[config.mk]
export PLATFORM = sky130hd
export DESIGN_NAME = fsge_ctrl
export DESIGN_NICKNAME = d
export VERILOG_FILES = /design/src/design/fsge_pkg.sv /design/src/design/fsge_ctrl.sv
export SDC_FILE = /design/constraint.sdc
export NUM_CORES = 1
export LEC_CHECK = 0
export BUFFER_PORTS_ARGS = -buffer_cell sky130_fd_sc_hd__buf_2
export CAP_MARGIN = 10
export CORE_AREA = 2 2 39 41
export DETAILED_ROUTE_END_ITERATION = 10
export DIE_AREA = 0 0 41 43
export GPL_ROUTABILITY_DRIVEN = 0
export PLACE_DENSITY_LB_ADDON = 0.05
export REMOVE_ABC_BUFFERS = 1
export SKIP_LAST_GASP = 1
export SYNTH_ARGS = -nofsm -noshare
export SYNTH_HDL_FRONTEND = slang
export SYNTH_SLANG_ARGS = --single-unit
[constraint.sdc]
create_clock -name clk -period 1.63 [get_ports clk]
set_input_delay 0.4075 -clock clk [delete_from_list [all_inputs] [get_ports clk]]
set_output_delay 0.4075 -clock clk [all_outputs]
set_load 0.01 [all_outputs]
[src/design/fsge_pkg.sv]
package fsge_pkg;

  localparam int GRID_WIDTH  = 256;
  localparam int GRID_HEIGHT = 256;
  localparam int X_W         = $clog2(GRID_WIDTH);
  localparam int Y_W         = $clog2(GRID_HEIGHT);
  localparam int CFG_IDX_W   = 2;
  localparam int CFG_DATA_W  = 16;

  localparam logic [1:0] OP_PAINT = 2'd0;
  localparam logic [1:0] OP_SWEEP = 2'd1;
  localparam logic [1:0] OP_READ  = 2'd2;

  localparam logic [CFG_IDX_W-1:0] REG_LFSR_SEED    = 2'd0;
  localparam logic [CFG_IDX_W-1:0] REG_BRUSH_HALF_W = 2'd1;
  localparam logic [CFG_IDX_W-1:0] REG_BRUSH_HALF_H = 2'd2;

  localparam logic [15:0] LFSR_RESET    = 16'd1;
  localparam logic [5:0]  HALF_W_RESET  = 6'd10;
  localparam logic [6:0]  HALF_H_RESET  = 7'd20;
  localparam logic [15:0] MOVES_MAX     = 16'hFFFF;

  typedef enum logic [3:0] {
    ST_CLEAR,
    ST_IDLE,
    ST_RD_ISSUE,
    ST_PT_ISSUE,
    ST_PT_WRITE,
    ST_SW_COLRD,
    ST_SW_COLCAP,
    ST_SW_RD,
    ST_SW_EVAL,
    ST_SW_COLWR,
    ST_RESP
  } state_t;

  typedef enum logic [3:0] {
    DP_NOP,
    DP_CLEAR_WR,
    DP_LOAD,
    DP_RD_ROW,
    DP_RD_NEXT,
    DP_CAP_ROW,
    DP_PT_WR,
    DP_SW_EVAL,
    DP_SW_COLWR,
    DP_RESP
  } dp_op_t;

  typedef struct packed {
    dp_op_t op;
  } cmd_t;

  typedef struct packed {
    logic clear_last;
    logic pt_empty;
    logic pt_row_last;
    logic sw_row_last;
    logic sw_col_last;
    logic out_busy;
  } status_t;

endpackage

[src/design/fsge_ctrl.sv]
module fsge_ctrl
  import fsge_pkg::*;
(
  input  logic       clk,
  input  logic       rst,
  input  logic       in_valid,
  input  logic [1:0] in_operation,
  input  status_t    status,
  output logic       in_ready,
  output cmd_t       cmd
);

  state_t state;
  state_t state_next;

  always_ff @(posedge clk) begin
    if (rst) begin
      state <= ST_CLEAR;
    end else begin
      state <= state_next;
    end
  end

  always_comb begin
    state_next = state;
    case (state)
      ST_CLEAR: begin
        if (status.clear_last) state_next = ST_IDLE;
      end
      ST_IDLE: begin
        if (in_valid) begin
          case (in_operation)
            OP_PAINT: state_next = ST_PT_ISSUE;
            OP_SWEEP: state_next = ST_SW_COLRD;
            OP_READ:  state_next = ST_RD_ISSUE;
            default:  state_next = ST_RESP;
          endcase
        end
      end
      ST_RD_ISSUE: state_next = ST_RESP;
      ST_PT_ISSUE: begin
        if (status.pt_empty) state_next = ST_RESP;
        else state_next = ST_PT_WRITE;
      end
      ST_PT_WRITE: begin
        if (status.pt_row_last) state_next = ST_RESP;
        else state_next = ST_PT_ISSUE;
      end
      ST_SW_COLRD:  state_next = ST_SW_COLCAP;
      ST_SW_COLCAP: state_next = ST_SW_RD;
      ST_SW_RD:     state_next = ST_SW_EVAL;
      ST_SW_EVAL: begin
        if (status.sw_row_last) state_next = ST_SW_COLWR;
        else state_next = ST_SW_RD;
      end
      ST_SW_COLWR: begin
        if (status.sw_col_last) state_next = ST_RESP;
        else state_next = ST_SW_COLRD;
      end
      ST_RESP: begin
        if (!status.out_busy) state_next = ST_IDLE;
      end
      default: state_next = ST_CLEAR;
    endcase
  end

  always_comb begin
    in_ready = 1'b0;
    cmd.op   = DP_NOP;
    case (state)
      ST_CLEAR: cmd.op = DP_CLEAR_WR;
      ST_IDLE: begin
        in_ready = 1'b1;
        if (in_valid) cmd.op = DP_LOAD;
      end
      ST_RD_ISSUE: cmd.op = DP_RD_ROW;
      ST_PT_ISSUE: begin
        if (!status.pt_empty) cmd.op = DP_RD_ROW;
      end
      ST_PT_WRITE:  cmd.op = DP_PT_WR;
      ST_SW_COLRD:  cmd.op = DP_RD_ROW;
      ST_SW_COLCAP: cmd.op = DP_CAP_ROW;
      ST_SW_RD:     cmd.op = DP_RD_NEXT;
      ST_SW_EVAL:   cmd.op = DP_SW_EVAL;
      ST_SW_COLWR:  cmd.op = DP_SW_COLWR;
      ST_RESP: begin
        if (!status.out_busy) cmd.op = DP_RESP;
      end
      default: cmd.op = DP_NOP;
    endcase
  end

endmodule

==> metrics.csv <==
stage;metric;value;unit
timing;Slew headroom;70.3;%
timing;Worst Clk Skew;0.00253;ns
hold_path;Hold Path Cell Cnt;3;
timing;RSZ-0062 raised after global routing;yes;
timing;hold slack;0.473;ns
place;Cell Area, Placed;594;um2
cts;Clock Path Buffers;2;
routing;initial drt markers;20;
power_and_ir_drop;power share of the sequential group;20.4;%
outcome;violated checks;setup timing;
power_and_ir_drop;Peak VDD IR;657;uV
power_and_ir_drop;Internal Power;618;uW
setup_path;CP max stage delay;0.37;ns
logic_synthesis;largest area contributor in the netlist;dfxtp_1;
floorplanning;FP Rows;14;
logic_synthesis;dominant cells by area after synthesis;dfxtp_1 (17%), nor2b_1 (8.0%), o21ai_0 (6.4%), nand2b_1 (5.3%), o22ai_1 (5.3%);
cts;CTS Buf Count;3;
logic_synthesis;share of the synthesized area in the top cell type;17.1;%
logic_synthesis;Post-Syn Area per Cell;6.80;um2
hold_path;worst hold-check path type;in2reg;
setup_path;reg2reg setup slack;0.13;ns
hold_path;HP Start;rst;
logic_synthesis;Seq/Total Area, Yosys;17.1;%
setup_path;Critical Path Start;state[1];
finish;Reg area;95.1;um2
routing;WL final;1620;um
place;Detailed Place HPWL;1030;um
routing;max layer used;met3;
global_route;GRT overflow;0;
setup_path;r2r worst-path depth;5;
power_and_ir_drop;LEAKAGE;0.000312;uW
finish;max reg flops;4;
place;IO Port Bufs;15;
setup_path;critical path arrival;1.31;ns
logic_synthesis;prevailing post-synth register cell;dfxtp_1;
cts;cts hold-fix bufs;0;
finish;Antenna diodes;0;
logic_synthesis;Post-Syn Area;469;um2
cts;CTS sink count;4;
floorplanning;die span in x;41;um
cts;Root Buffer;clkbuf_4;
global_route;vias in the first global route;539;
routing;DR WL met3;113;um
cts;H-tree levels;1;
power_and_ir_drop;clock network power share;11.4;%
finish;Top reg by flops;state;
timing;Max Clock Freq;0.583;GHz
routing;met2 wire len;782;um
timing;final hold vios;0;
setup_path;Setup crit end kind;output pin;
flow_run;max_cap viols;0;
power_and_ir_drop;Logic pwr share;68.3;%
routing;First-pass DRT Iterations;4;
routing;Routed Antenna Nets;0;
timing;Final Setup Violations;5;
global_route;GRT Util Overall;20.1;%
setup_path;delay-heaviest family, CP;simple AND/OR/NAND/NOR gates;
finish;fin nets;108;
setup_path;WP buf/inv;1;
global_route;largest net degree at the start of global routing;18;
logic_synthesis;#FFs+latches synth;4;
routing;routed len/inst;14.6;um
setup_path;Critical R2R Launch;state[3];
power_and_ir_drop;Psw;496;uW
setup_path;crit-path cells;nand2b_4, or3_4, o21ai_2, buf_2;
timing;final worst slack;-0.0845;ns
routing;met1 wire length;723;um
finish;fin area;713;um2
logic_synthesis;Cells after Synth;69;
global_route;global-route wire length before repair;2450;um
finish;Multi-input gate area;398;um2
setup_path;Critical Path Source Type;register;
routing;vias per inst;5.69;
floorplanning;chip height;43;um
hold_path;WHS Endpoint;state[0];
floorplanning;starting density of the core;33.9;%
outcome;status;finished, violations left;
cts;worst skew pair latency;0.24;ns
setup_path;reg2reg end;state[1];
logic_synthesis;asr flop ratio synth;0;%
routing;vias;632;
timing;Tightest Pin Transition;0.435;ns
cts;CTS tree;done;
setup_path;Setup CP Type;reg2out;
finish;Area Overhead vs Synth;52.0;%
power_and_ir_drop;Net Sw Frac;44.5;%
floorplanning;Core ar.;1380;um2
power_and_ir_drop;Cell Pwr Density;1560;nW/um2
setup_path;CP required;1.22;ns
setup_path;CP max FO;8;
timing;final worst path period need;1.71;ns
logic_synthesis;number of warnings issued by yosys;0;
place;dpl ws;0.0233;ns
routing;DRC errors left;0;
timing;period utilization;105;%
finish;layout cells sized above 1;46.3;%
floorplanning;die area;1760;um2
timing;max-slew violations;0;
floorplanning;io pins;16;
setup_path;slowest cell on the critical path;dfxtp_4;
global_route;antenna violations before repair;0;
cts;clock input transition at the sequential cells of the worst setup and hold paths;0.04;ns
finish;Top Registers;state x4;
logic_synthesis;count of unique library cells instantiated by Yosys;28;
finish;# fillers;138;
logic_synthesis;number of synthesized flops with an enable pin;0;
-- worst max-delay path by stage --
stage | depth (start not counted) | slack (ns) | endpoint
2_1_floorplan | 3 | 0.04 | cmd[0]
3_3_place_gp | 5 | -0.01 | state[1]
3_5_place_dp | 4 | 0.02 | cmd[2]
4_1_cts | 4 | -0.12 | cmd[2]
5_1_grt | 4 | -0.13 | cmd[2]
6_report | 4 | -0.08 | cmd[2]
-- what timing repair did --
| item | in CTS | in global routing |
|---|---|---|
| gates resized for setup | 10 | 10 |
| pin swaps | 0 | 2 |
| gates cloned | 0 | 0 |
| buffers inserted | 2 | 3 |
| setup endpoints to repair | 5 | 6 |
-- placed cells by master, fill, tap and decap left out, drive strengths merged --
cell type,synthesis,final
a21oi,4,4
nor3,1,1
or4,1,1
a221o,1,1
nor2,6,6
a21boi,1,1
o2bb2ai,2,2
a22oi,3,3
o21ai,6,6
or3,1,1
o211a,1,1
or2,1,1
nand3b,1,1
nand2,6,6
a2111oi,1,1
o221ai,1,1
buf,3,26
nand2b,4,4
nand3,2,2
o311ai,2,2
a222oi,1,1
o21bai,1,1
clkbuf,1,4
o22ai,4,4
o22a,1,1
inv,3,3
dfxtp,4,4
nor2b,6,6
-- power groups by stage --
| stage | logic [uW] | registers (uW) | clock network [uW] |
|---|---|---|---|
| final | 761 | 227 | 127 |
| after global routing | 836 | 232 | 141 |
| after CTS | 672 | 222 | 127 |
| after detailed placement | 608 | 207 | 0 |
| after global placement | 618 | 208 | 0 |
| after floorplan | 360 | 206 | 0 |
-- area by class of cell --
type	instances	share of cell area, %
clock buffer	3	3.16
timing repair buffer	27	23.3
tap	16	2.81
multi-input combinational	58	55.8
sequential	4	13.3
inverter	3	1.58
-- metrics by stage --
stage	utilization (%)	setup TNS, ns	power (uW)	std cells
5_1_grt	51.5	-0.528	1210	111
2_1_floorplan	-	0	566	65
3_5_place_dp	42.9	0	814	103
3_3_place_gp	42.9	-0.0140	827	103
4_1_cts	48.0	-0.209	1020	108
6_report	51.5	-0.231	1110	111
-- cell usage after synthesis (3+ instances only) --
master / count
a21oi_1: 4
a22oi_1: 3
buf_2: 3
dfxtp_1: 4
inv_1: 3
nand2_1: 6
nand2b_1: 4
nor2_1: 6
nor2b_1: 6
o21ai_0: 6
o22ai_1: 4
-- per-layer routing --
| metal | up-vias | global-route usage [%] |
|---|---|---|
| li1 | 325 | - |
| met1 | 280 | 28.7 |
| met2 | 27 | 29.1 |
| met3 | 0 | 7.85 |
| met4 | 0 | 2.00 |
| met5 | - | 0 |
-- worst register-to-register path, cell delays in order, from the launching register on --
cell      delay [ns]
dfxtp_4         0.38
buf_4           0.15
nand3_1         0.10
or4_1           0.47
a21boi_0        0.16
a22oi_1         0.16
-- cell families after synthesis --
group,count (synthesis),share of synthesized area [%]
AND/OR/NAND/NOR,29,32.0
AO/OA/AOI/OAI,29,43.7
flip-flops,4,17.1
buffers and inverters,7,7.20
(Power assumes the default switching activity.)
